**src/design/can_id_discovery_table_assert.svh**
```systemverilog
// Assertion macros used by the identifier table datapath.
`ifndef CAN_ID_DISCOVERY_TABLE_ASSERT_SVH
`define CAN_ID_DISCOVERY_TABLE_ASSERT_SVH

// Same-cycle implication, checked outside reset.
`define CIDT_ASSERT_IMP(lbl, ante, cons) \
  lbl: assert property (@(posedge clk_i) disable iff (!rst_ni) (ante) |-> (cons)) \
    else $error("cidt: implication check failed");

// Next-cycle implication, checked outside reset.
`define CIDT_ASSERT_NXT(lbl, ante, cons) \
  lbl: assert property (@(posedge clk_i) disable iff (!rst_ni) (ante) |=> (cons)) \
    else $error("cidt: next-cycle check failed");

`endif

```
**src/design/cidt_pkg.sv**
```systemverilog
// Types and constants of the CAN identifier discovery table.
package cidt_pkg;

  // Command codes of an input word
  localparam logic CMD_RECORD = 1'b0;
  localparam logic CMD_READ   = 1'b1;

  // Record status codes
  localparam logic [1:0] ST_UPDATED  = 2'd0;
  localparam logic [1:0] ST_INSERTED = 2'd1;
  localparam logic [1:0] ST_FULL     = 2'd2;
  localparam logic [1:0] ST_EXTENDED = 2'd3;

  localparam int unsigned IDENT_W = 11;
  localparam logic [31:0] HITS_ONE = 32'd1;

  // Input word
  typedef struct packed {
    logic        cmd;
    logic        is_extended;
    logic [28:0] frame_ident;
    logic [3:0]  frame_length;
    logic [63:0] frame_payload;
    logic [7:0]  read_index;
  } cidt_in_t;

  // Result word
  typedef struct packed {
    logic [1:0]  record_status;
    logic        read_ok;
    logic [10:0] entry_ident;
    logic [3:0]  entry_length;
    logic [63:0] entry_payload;
    logic [31:0] entry_hits;
    logic [8:0]  entries_used;
  } cidt_out_t;

  // One table entry as stored
  typedef struct packed {
    logic [IDENT_W-1:0] ident;
    logic [3:0]         length;
    logic [63:0]        payload;
    logic [31:0]        hits;
  } cidt_entry_t;

  // Controller to datapath commands
  typedef struct packed {
    logic       capture;
    logic       issue;
    logic       rd_issue;
    logic       wr_hit;
    logic       wr_new;
    logic       set_status;
    logic [1:0] status;
    logic       load_out;
  } cidt_cmd_t;

  // Datapath to controller status
  typedef struct packed {
    logic in_read;
    logic in_ext;
    logic hit;
    logic issue_done;
    logic full;
    logic slot_free;
  } cidt_sts_t;

endpackage

```
**src/design/cidt_ctrl.sv**
```systemverilog
// Controller state machine of the identifier table: sequences search, update, append and read.
module cidt_ctrl (
  input  logic                clk_i,
  input  logic                rst_ni,
  input  logic                in_valid_i,
  output logic                in_stall_o,
  input  cidt_pkg::cidt_sts_t sts_i,
  output cidt_pkg::cidt_cmd_t cmd_o
);
  import cidt_pkg::*;

  localparam logic [1:0] S_IDLE  = 2'd0;
  localparam logic [1:0] S_SCAN  = 2'd1;
  localparam logic [1:0] S_RDREQ = 2'd2;
  localparam logic [1:0] S_LOAD  = 2'd3;

  logic [1:0] state_q, state_d;

  // Next state and commands
  always_comb begin
    state_d = state_q;
    cmd_o   = '0;
    case (state_q)
      S_IDLE: begin
        if (in_valid_i) begin
          cmd_o.capture = 1'b1;
          if (sts_i.in_read) begin
            state_d = S_RDREQ;
          end else if (sts_i.in_ext) begin
            cmd_o.set_status = 1'b1;
            cmd_o.status     = ST_EXTENDED;
            state_d          = S_LOAD;
          end else begin
            state_d = S_SCAN;
          end
        end
      end
      S_SCAN: begin
        // one entry read per cycle, each compared in the cycle after its read
        cmd_o.issue = !sts_i.issue_done;
        if (sts_i.hit) begin
          cmd_o.wr_hit     = 1'b1;
          cmd_o.set_status = 1'b1;
          cmd_o.status     = ST_UPDATED;
          state_d          = S_LOAD;
        end else if (sts_i.issue_done) begin
          cmd_o.set_status = 1'b1;
          if (sts_i.full) begin
            cmd_o.status = ST_FULL;
          end else begin
            cmd_o.wr_new = 1'b1;
            cmd_o.status = ST_INSERTED;
          end
          state_d = S_LOAD;
        end
      end
      S_RDREQ: begin
        cmd_o.rd_issue = 1'b1;
        state_d        = S_LOAD;
      end
      S_LOAD: begin
        if (sts_i.slot_free) begin
          cmd_o.load_out = 1'b1;
          state_d        = S_IDLE;
        end
      end
      default: begin
        state_d = S_IDLE;
      end
    endcase
  end

  always_ff @(posedge clk_i or negedge rst_ni) begin
    if (!rst_ni) begin
      state_q <= S_IDLE;
    end else begin
      state_q <= state_d;
    end
  end

  assign in_stall_o = (state_q != S_IDLE);

endmodule

```
**config.mk**
```make
export PLATFORM = sky130hd
export DESIGN_NAME = cidt_ctrl
export DESIGN_NICKNAME = d
export VERILOG_FILES = /design/src/design/can_id_discovery_table_assert.svh /design/src/design/cidt_pkg.sv /design/src/design/cidt_ctrl.sv
export SDC_FILE = /design/constraint.sdc
export NUM_CORES = 1
export LEC_CHECK = 0
export BUFFER_PORTS_ARGS = -buffer_cell sky130_fd_sc_hd__buf_2
export CORE_AREA = 3 3 40 42
export DETAILED_ROUTE_END_ITERATION = 6
export DIE_AREA = 0 0 43 45
export GPL_ROUTABILITY_DRIVEN = 0
export HOLD_SLACK_MARGIN = 0.06
export PLACE_DENSITY = 0.44
export SYNTH_ARGS = -nofsm -noshare
export SYNTH_HDL_FRONTEND = slang
export SYNTH_SLANG_ARGS = --single-unit
export TNS_END_PERCENT = 50
```
**constraint.sdc**
```tcl
create_clock -name clk_i -period 3.45 [get_ports clk_i]
set_input_delay 0.1725 -clock clk_i [delete_from_list [all_inputs] [get_ports clk_i]]
set_output_delay 0.1725 -clock clk_i [all_outputs]
set_load 0.01 [all_outputs]
```
==> results of run 1 <==
-- critical path, cell delays in order, from the launching register on --
cell and delay, ns:
dfrtp_1 0.41, inv_1 0.10, ha_1 0.27, and2_1 0.18, nand3b_1 0.13, a21oi_1 0.14, buf_2 0.14
-- cell type report --
type	instances	area, sq um	share of cell area (%)
multi-input cells	25	186	46.6
repair buffers	19	100	25.0
flip-flops and latches	2	50.0	12.5
clock buffers	3	22.5	5.62
inverters	6	22.5	5.62
well taps	15	18.8	4.69
-- path summary, 6_finish.rpt --
check	to	depth (start not counted)	start
max	cmd_o[3]	6	state_q[0]
min	state_q[1]	2	rst_ni
max reg2reg	state_q[0]	4	state_q[0]
min reg2reg	state_q[1]	1	state_q[1]
max in group asynchronous	state_q[0]	2	rst_ni
min in group clk_i	state_q[0]	3	sts_i[5]
-- synth_stat cells (all sizes together) --
| library cell | count |
|---|---|
| nor2 | 5 |
| inv | 6 |
| dfrtp | 2 |
| a21oi | 3 |
| ha | 5 |
| and2b | 1 |
| o21ai | 3 |
| and2 | 3 |
| nand3b | 2 |
| a222oi | 1 |
| mux2 | 2 |
-- what timing repair did --
item | CTS | global route
endpoints found under the hold margin | 2 | 0
setup buffers | 0 | 0
hold buffers | 1 | 0
-- power by group --
| group | internal, mW | switching, mW |
|---|---|---|
| registers | 0.0375 | 0.0137 |
| logic | 0.0927 | 0.0963 |
| clock network | 0.0383 | 0.0127 |
-- kinds of logic after synthesis --
family | synth area share (%)
AO/OA/AOI/OAI | 15.5
adder cells (fa/ha/maj) | 24.2
buffers and inverters | 8.70
flip-flops | 19.3
multiplexers | 8.70
AND/OR/NAND/NOR | 23.7
-- layer usage --
metal / GRT usage [%] / up-vias
met4: 7.23 / 0
met3: 3.98 / 0
li1: - / 155
met1: 7.23 / 114
met5: 0 / -
met2: 9.88 / 19
==> reports/results.txt, run 1 <==
Outcome = finished clean
Cells after synthesis = 33
Drt initial violations = 9
Top layer in use = met3
Endpoints failing setup = 0
Pwr dens = 727 nW/um^2
Largest register FFs = 2
WS Path Type = flop to output port
Post-layout instance area = 400 sq um
CORE AREA = 1280 sq um
Final wirelength = 638 um
Setup Skew = 0.00293 ns
First-pass GRT wire length = 972 um
Final hold vios = 0
Util after Layout = 31.2%
Placed cells = 66
Clock transition at path regs = 0.03 ns
Pleak = 0.236 nW
VDD IR max = 0.274 mV
Worst setup margin = 1.69 ns
DIE HEIGHT = 45 um
CTS-repair resized insts = 0
Yosys Warn Count = 0
CTS sink cnt = 2
CP arrival = 1.59 ns
Worst Path Max Fanout = 7
CTS Buf Count = 3
Syn nets = 47
RSZ-0062 raised after global routing = false
Vias/cell = 4.11
Cell taking the most area after synthesis = ha_1
#FFs+latches synth = 2
Bufs on Longest Clock Path = 2
Fmax = 568 MHz
# diodes = 0
Reg with most FFs = state_q
CP Capture Type = output port
Mapped Area = 259 sq um
Clk_lat worst skew = 0.22 ns
IO Pins = 19
Final worst-path cycle share = 51.0%
Largest regs = state_q (2)
P&R area growth vs syn = 54.6%
Avg Synthesized Cell Area = 7.85 sq um
Design Power = 291 uW
Crit path launch type = flop
Die area = 1940 sq um
Total number of vias = 288
ANT nets after route = 0
DR pass1 iterations = 4
Final Critical Period = 1.76 ns
Root Driver = clkbuf_4
DR WL met2 = 242 um
DR WL met3 = 116 um
H-tree Lvls = 1
TNS Setup = 0 ns
WL met1 = 280 um
Overflow after GRT = 0
Top post-synthesis cells by area = ha_1 (24%), dfrtp_1 (19%), inv_1 (8.7%), mux2_2 (8.7%), and2_1 (7.2%)
Total GRT Usage = 7.08%
Detail Placement HPWL = 533 um
Most frequent cells in the layout = buf_2 (18), inv_1 (6), nor2_1 (5), ha_1 (5)
FP Rows = 13
Port Buffer Count = 18
DRC = 0
Sequential fraction of the synthesis area = 19.3%
# fillers = 139
Hold_ws = 0.261 ns
Cell variety after synth = 11
Vias in the first global route = 274
Placement Setup Slack = 1.71 ns
Fin nets = 71
Per-cell routed wire length = 9.11 um
Max cap viols = 0
Worst R2R Setup Slack = 1.72 ns
Antenna violations before repair = 0
Synth top area share = 24.2%
Dpl cell area = 368 sq um
Die width = 43 um
Largest net degree at the start of global routing = 8
Worst path required time = 3.28 ns
Worst hold path type = input pin to asynchronous set/reset pin
Ratio of cells with drive above 1 in the final layout = 43.6%
Initial Util = 20.2%
Commonest non-fill, non-tap cell in the layout = buf_2
CTS tree = built
Final Max Slew Viols = 0
Final Non-Filler Cells = 70
Worst slew margin = 71.6%
Least-Margin Pin Slew = 0.425 ns
Note: power is estimated with default switching activity, not from simulation.
==> run 2: changes to the inputs <==
--- a/config.mk
+++ b/config.mk
@@ -5,13 +5,14 @@
 export SDC_FILE = /design/constraint.sdc
 export NUM_CORES = 1
 export LEC_CHECK = 0
+export ABC_AREA = 1
 export BUFFER_PORTS_ARGS = -buffer_cell sky130_fd_sc_hd__buf_2
 export CORE_AREA = 3 3 40 42
 export DETAILED_ROUTE_END_ITERATION = 6
 export DIE_AREA = 0 0 43 45
 export GPL_ROUTABILITY_DRIVEN = 0
 export HOLD_SLACK_MARGIN = 0.06
-export PLACE_DENSITY = 0.44
+export PLACE_DENSITY = 0.49
 export SYNTH_ARGS = -nofsm -noshare
 export SYNTH_HDL_FRONTEND = slang
 export SYNTH_SLANG_ARGS = --single-unit
==> constraint.sdc (replaced) <==
create_clock -name clk_i -period 1.5 [get_ports clk_i]
set_input_delay 0.075 -clock clk_i [delete_from_list [all_inputs] [get_ports clk_i]]
set_output_delay 0.075 -clock clk_i [all_outputs]
set_load 0.01 [all_outputs]
==> reports/results.txt, run 2 <==
Cells after synthesis = 54
Hold_ws = 0.173 ns
Worst setup margin = 0.120 ns
Root Driver = clkbuf_4
Worst hold path type = input pin to asynchronous set/reset pin
CP Capture Type = output port
Synth top area share = 22.5%
Cell taking the most area after synthesis = nand2_1
VDD IR max = 0.627 mV
CTS sink cnt = 2
Final hold vios = 0
DIE HEIGHT = 45 um
Most frequent cells in the layout = nand2_1 (18), buf_2 (18), inv_1 (12), nor2_1 (6)
Ratio of cells with drive above 1 in the final layout = 38.5%
Worst path cell trace = inv_2, ha_4, nand4_1, a21oi_1, buf_2
Number of enable flip-flop cells after synthesis = 0
# diodes = 0
Predominant post-synthesis flop cell = dfrtp_1
Die area = 1940 sq um
Placement Setup Slack = 0.141 ns
Detail Placement HPWL = 606 um
Reg with most FFs = state_q
Post-layout instance area = 478 sq um
Most common cell in the netlist = nand2_1
RR Endpoint = state_q[0]
TNS Setup = 0 ns
Clock transition at path regs = 0.03 ns
Die width = 43 um
Avg Synthesized Cell Area = 5.56 sq um
RSZ-0062 raised after global routing = false
Antenna violations before repair = 0
Clk_lat worst skew = 0.22 ns
DRC = 0
Endpoints failing setup = 0
H-tree Lvls = 1
Placed cells = 87
Overflow after GRT = 0
Util after Layout = 37.2%
Worst slew margin = 90.0%
Pwr dens = 1720 nW/um^2
Final worst-path cycle share = 92.0%
IO Pins = 19
Final wirelength = 757 um
Most frequent cells after synthesis = nand2_1 (18), inv_1 (14), nor2_1 (6)
Final Critical Period = 1.38 ns
Final Non-Filler Cells = 93
Dpl cell area = 409 sq um
Worst Path Max Fanout = 5
Cell variety after synth = 10
Design Power = 820 uW
Worst reg2reg path depth = 8
Initial Util = 23.4%
Bufs on Longest Clock Path = 2
Worst R2R Setup Slack = 0.32 ns
Critical path's largest stage delay = 0.43 ns
Final Max Slew Viols = 0
CTS Buf Count = 3
#FFs+latches synth = 2
Sequential fraction of the synthesis area = 16.7%
Max cap viols = 0
Top post-synthesis cells by area = nand2_1 (23%), ha_1 (21%), inv_1 (18%), dfrtp_1 (17%), nor2_1 (7.5%)
Async SR Flop Fraction = 100%
Vias/cell = 3.94
P&R area growth vs syn = 59.2%
Total number of vias = 366
Largest net degree at the start of global routing = 8
Yosys Warn Count = 0
DR pass1 iterations = 2
Fmax = 725 MHz
Per-cell routed wire length = 8.14 um
Mapped Area = 300 sq um
Fin nets = 94
Drt initial violations = 2
CTS tree = built
Port Buffer Count = 18
ANT nets after route = 0
Least-Margin Pin Slew = 0.149 ns
CP arrival = 1.30 ns
Worst path required time = 1.42 ns
Total GRT Usage = 8.99%
WS Path Type = flop to output port
# fillers = 152
Pleak = 0.317 nW
Outcome = finished clean
Crit path launch type = flop
FP Rows = 13
First-pass GRT wire length = 1.25 mm
Syn nets = 68
Vias in the first global route = 317
Setup Skew = 0.000928 ns
Largest register FFs = 2
Largest regs = state_q (2)
Worst reg2reg path startpoint = state_q[0]
CORE AREA = 1280 sq um
Slowest stage cell, crit path = dfrtp_2
-- run 2: cell types whose count changed in the layout (fill, tap and decap cells not counted), sizes merged, moves of 2 or more --
cell	delta
mux2	-2
nand3	+3
a21oi	-2
nand3b	-2
inv	+9
buf	+2
nand2	+18
and2	-3
-- run 2: area by class of cell --
| cell class | count | area (sq um) | area share [%] |
|---|---|---|---|
| inverter | 15 | 56.3 | 11.8 |
| sequential | 2 | 51.3 | 10.7 |
| clock buffer | 3 | 22.5 | 4.71 |
| tap | 15 | 18.8 | 3.93 |
| multi-input combinational | 37 | 214 | 44.8 |
| timing repair buffer | 21 | 115 | 24.1 |
-- run 2: worst max-delay path: cells and delay by family, from the launching register on --
kind | cells | cell delay (ns)
adder cells (fa/ha/maj) | 1 | 0.14
AO/OA/AOI/OAI | 1 | 0.16
AND/OR/NAND/NOR | 1 | 0.12
buffers and inverters | 2 | 0.23
flip-flops | 1 | 0.43
-- run 2: worst max path at each step --
stage,from,endpoint,cells past startpoint
after global placement,state_q[0],cmd_o[3],5
after global routing,state_q[1],cmd_o[2],5
after floorplan,state_q[0],cmd_o[3],4
final,state_q[0],cmd_o[3],5
after CTS,state_q[0],cmd_o[3],5
after detailed placement,state_q[0],cmd_o[3],5
-- run 2: cell families (layout without fill, tap and decap cells) --
logic type,after synthesis,count (layout),synth area share [%]
adders and majority gates,5,5,20.8
buffers and inverters,15,39,18.7
AOI/OAI and AO/OA,4,4,6.66
and+or+nand+nor,28,28,37.1
DFF,2,2,16.7
-- run 2: per-layer routing --
layer	GRT usage [%]	wire, um	part of all wire (%)
met4	7.23	0	0
met2	13.2	338	45
met3	3.59	77	10
met1	10.4	341	45
met5	0	0	0
-- run 2: what timing repair did --
item	in CTS	in global routing
cloned	0	0
pin swaps	0	3
buffers inserted	0	2
setup endpoints to repair	3	4
hold endpoints to repair	2	0
gates resized for setup	3	5
hold buffers	1	0
-- run 2: power breakdown --
part	internal, mW	total, mW	switching, mW
clock	0.0883	0.119	0.0306
sequential	0.0878	0.121	0.0337
combinational	0.257	0.580	0.322
==> run 3: changes to the inputs <==
--- a/config.mk
+++ b/config.mk
@@ -7,12 +7,13 @@
 export LEC_CHECK = 0
 export ABC_AREA = 1
 export BUFFER_PORTS_ARGS = -buffer_cell sky130_fd_sc_hd__buf_2
-export CORE_AREA = 3 3 40 42
+export CORE_AREA = 2 2 39 41
 export DETAILED_ROUTE_END_ITERATION = 6
-export DIE_AREA = 0 0 43 45
+export DIE_AREA = 0 0 41 43
 export GPL_ROUTABILITY_DRIVEN = 0
 export HOLD_SLACK_MARGIN = 0.06
 export PLACE_DENSITY = 0.49
+export REMOVE_ABC_BUFFERS = 1
 export SYNTH_ARGS = -nofsm -noshare
 export SYNTH_HDL_FRONTEND = slang
 export SYNTH_SLANG_ARGS = --single-unit
==> reports/results.txt, run 3 (same netlist as run 2, synthesis figures left out) <==
CORE AREA = 1380 sq um
VDD IR max = 0.710 mV
Ratio of cells with drive above 1 in the final layout = 36.4%
RSZ-0062 raised after global routing = true
Bufs on Longest Clock Path = 2
Initial Util = 21.7%
Pwr dens = 1720 nW/um^2
Most frequent cells in the layout = nand2_1 (18), buf_2 (18), inv_1 (12), nor2_1 (6)
Final Critical Period = 1.43 ns
Area of the multi-input gates = 219 sq um
Total GRT Usage = 10.4%
Worst setup margin = 0.0699 ns
Vias in the first global route = 322
Crit path launch type = flop
Clk_lat worst skew = 0.23 ns
Die width = 41 um
Per-cell routed wire length = 7.49 um
Busiest layer in global routing = met2
DRC = 0
WS Path Type = flop to output port
CP Capture Type = output port
Routing usage on met3 = 3.14%
Placement Setup Slack = 0.155 ns
Pleak = 0.313 nW
First-pass GRT wire length = 1.16 mm
Largest register FFs = 2
Outcome = finished clean
Worst path required time = 1.42 ns
Worst slew margin = 89.9%
Clock transition at path regs = 0.03 ns
# diodes = 0
Final worst-path cycle share = 95.3%
Worst hold path type = input pin to asynchronous set/reset pin
Endpoints failing setup = 0
CTS tree = built
Least-Margin Pin Slew = 0.150 ns
IO Pins = 19
FP Rows = 14
H-tree Lvls = 1
Worst path cell trace = inv_2, ha_4, nand4_1, a21oi_1, buf_2
Hold_ws = 0.162 ns
# fillers = 158
Largest regs = state_q (2)
Vias/cell = 3.89
Routing usage on met1 = 12.3%
FF+latch area = 51.3 sq um
ANT nets after route = 0
Total number of vias = 362
Fmax = 699 MHz
Port Buffer Count = 18
Reg with most FFs = state_q
Detail Placement HPWL = 552 um
CP arrival = 1.36 ns
Antenna violations before repair = 0
Critical path's largest stage delay = 0.44 ns
Setup Skew = 0.000239 ns
Root Driver = clkbuf_4
Fin nets = 93
DR pass1 iterations = 4
Final wirelength = 697 um
P&R area growth vs syn = 58.7%
CTS Buf Count = 3
Drt initial violations = 4
Worst Path Max Fanout = 7
Final hold vios = 0
Final Max Slew Viols = 0
Max cap viols = 0
Worst R2R Setup Slack = 0.35 ns
M2 GR Usage = 13.8%
Die area = 1760 sq um
DIE HEIGHT = 43 um
Slowest stage cell, crit path = dfrtp_2
Overflow after GRT = 0
CTS sink cnt = 2
Largest net degree at the start of global routing = 8
## run 3: cell count changes in the layout (fill, tap and decap cells not counted), sizes merged
cell / previous run / this run
buf: 20 / 19
## run 3: layout make-up
type,count,area share [%]
Clock buffer,3,4.72
Timing Repair Buffer,20,22.6
Sequential cell,2,10.8
Multi-Input combinational cell,37,45.9
Tap cell,16,4.20
Inverter,15,11.8
## run 3: stage by stage
stage | cells | power (mW) | utilization (%) | setup TNS (ns) | cell area (sq um)
floorplan | 54 | 0.466 | - | 0 | 300
global placement | 88 | 0.627 | 29.7 | 0 | 410
detailed placement | 88 | 0.617 | 29.7 | 0 | 410
CTS | 92 | 0.797 | 33.1 | 0 | 458
global route | 93 | 0.949 | 34.4 | -0.0187 | 477
finish | 93 | 0.818 | 34.4 | 0 | 477
## run 3: per-layer routing
metal	routed length [um]	vias to the layer above
met2	291	15
met1	340	139
li1	-	206
met4	16	0
met5	0	-
met3	49	2
## run 3: final timing paths
| check | startpoint | cells after the start | to |
|---|---|---|---|
| min in group clk_i | sts_i[4] | 5 | state_q[1] |
| min | rst_ni | 2 | state_q[0] |
| min reg2reg | state_q[1] | 2 | state_q[1] |
| max reg2reg | state_q[1] | 7 | state_q[1] |
| max | state_q[0] | 5 | cmd_o[3] |
| max in group asynchronous | rst_ni | 2 | state_q[0] |
## run 3: what timing repair did
item | in CTS | in global routing
pin swaps | 0 | 1
buffers inserted | 0 | 1
setup endpoints to repair | 3 | 3
endpoints found under the hold margin | 2 | 0
gates resized for setup | 4 | 5
gates cloned | 0 | 0
hold buffers | 1 | 0
## run 3: worst max-delay path: cells and delay by family (launching register included)
family / cells / cell delay [ns]
fa+ha+maj: 1 / 0.17
flops: 1 / 0.44
simple gates: 1 / 0.13
buf+inv: 2 / 0.24
compound gates: 1 / 0.15
## run 3: where the power goes
group	switching [mW]	leakage [nW]	total [mW]	internal, mW
clock network	0.0330	0.0138	0.121	0.0885
logic	0.315	0.276	0.565	0.250
registers	0.0440	0.0231	0.132	0.0877
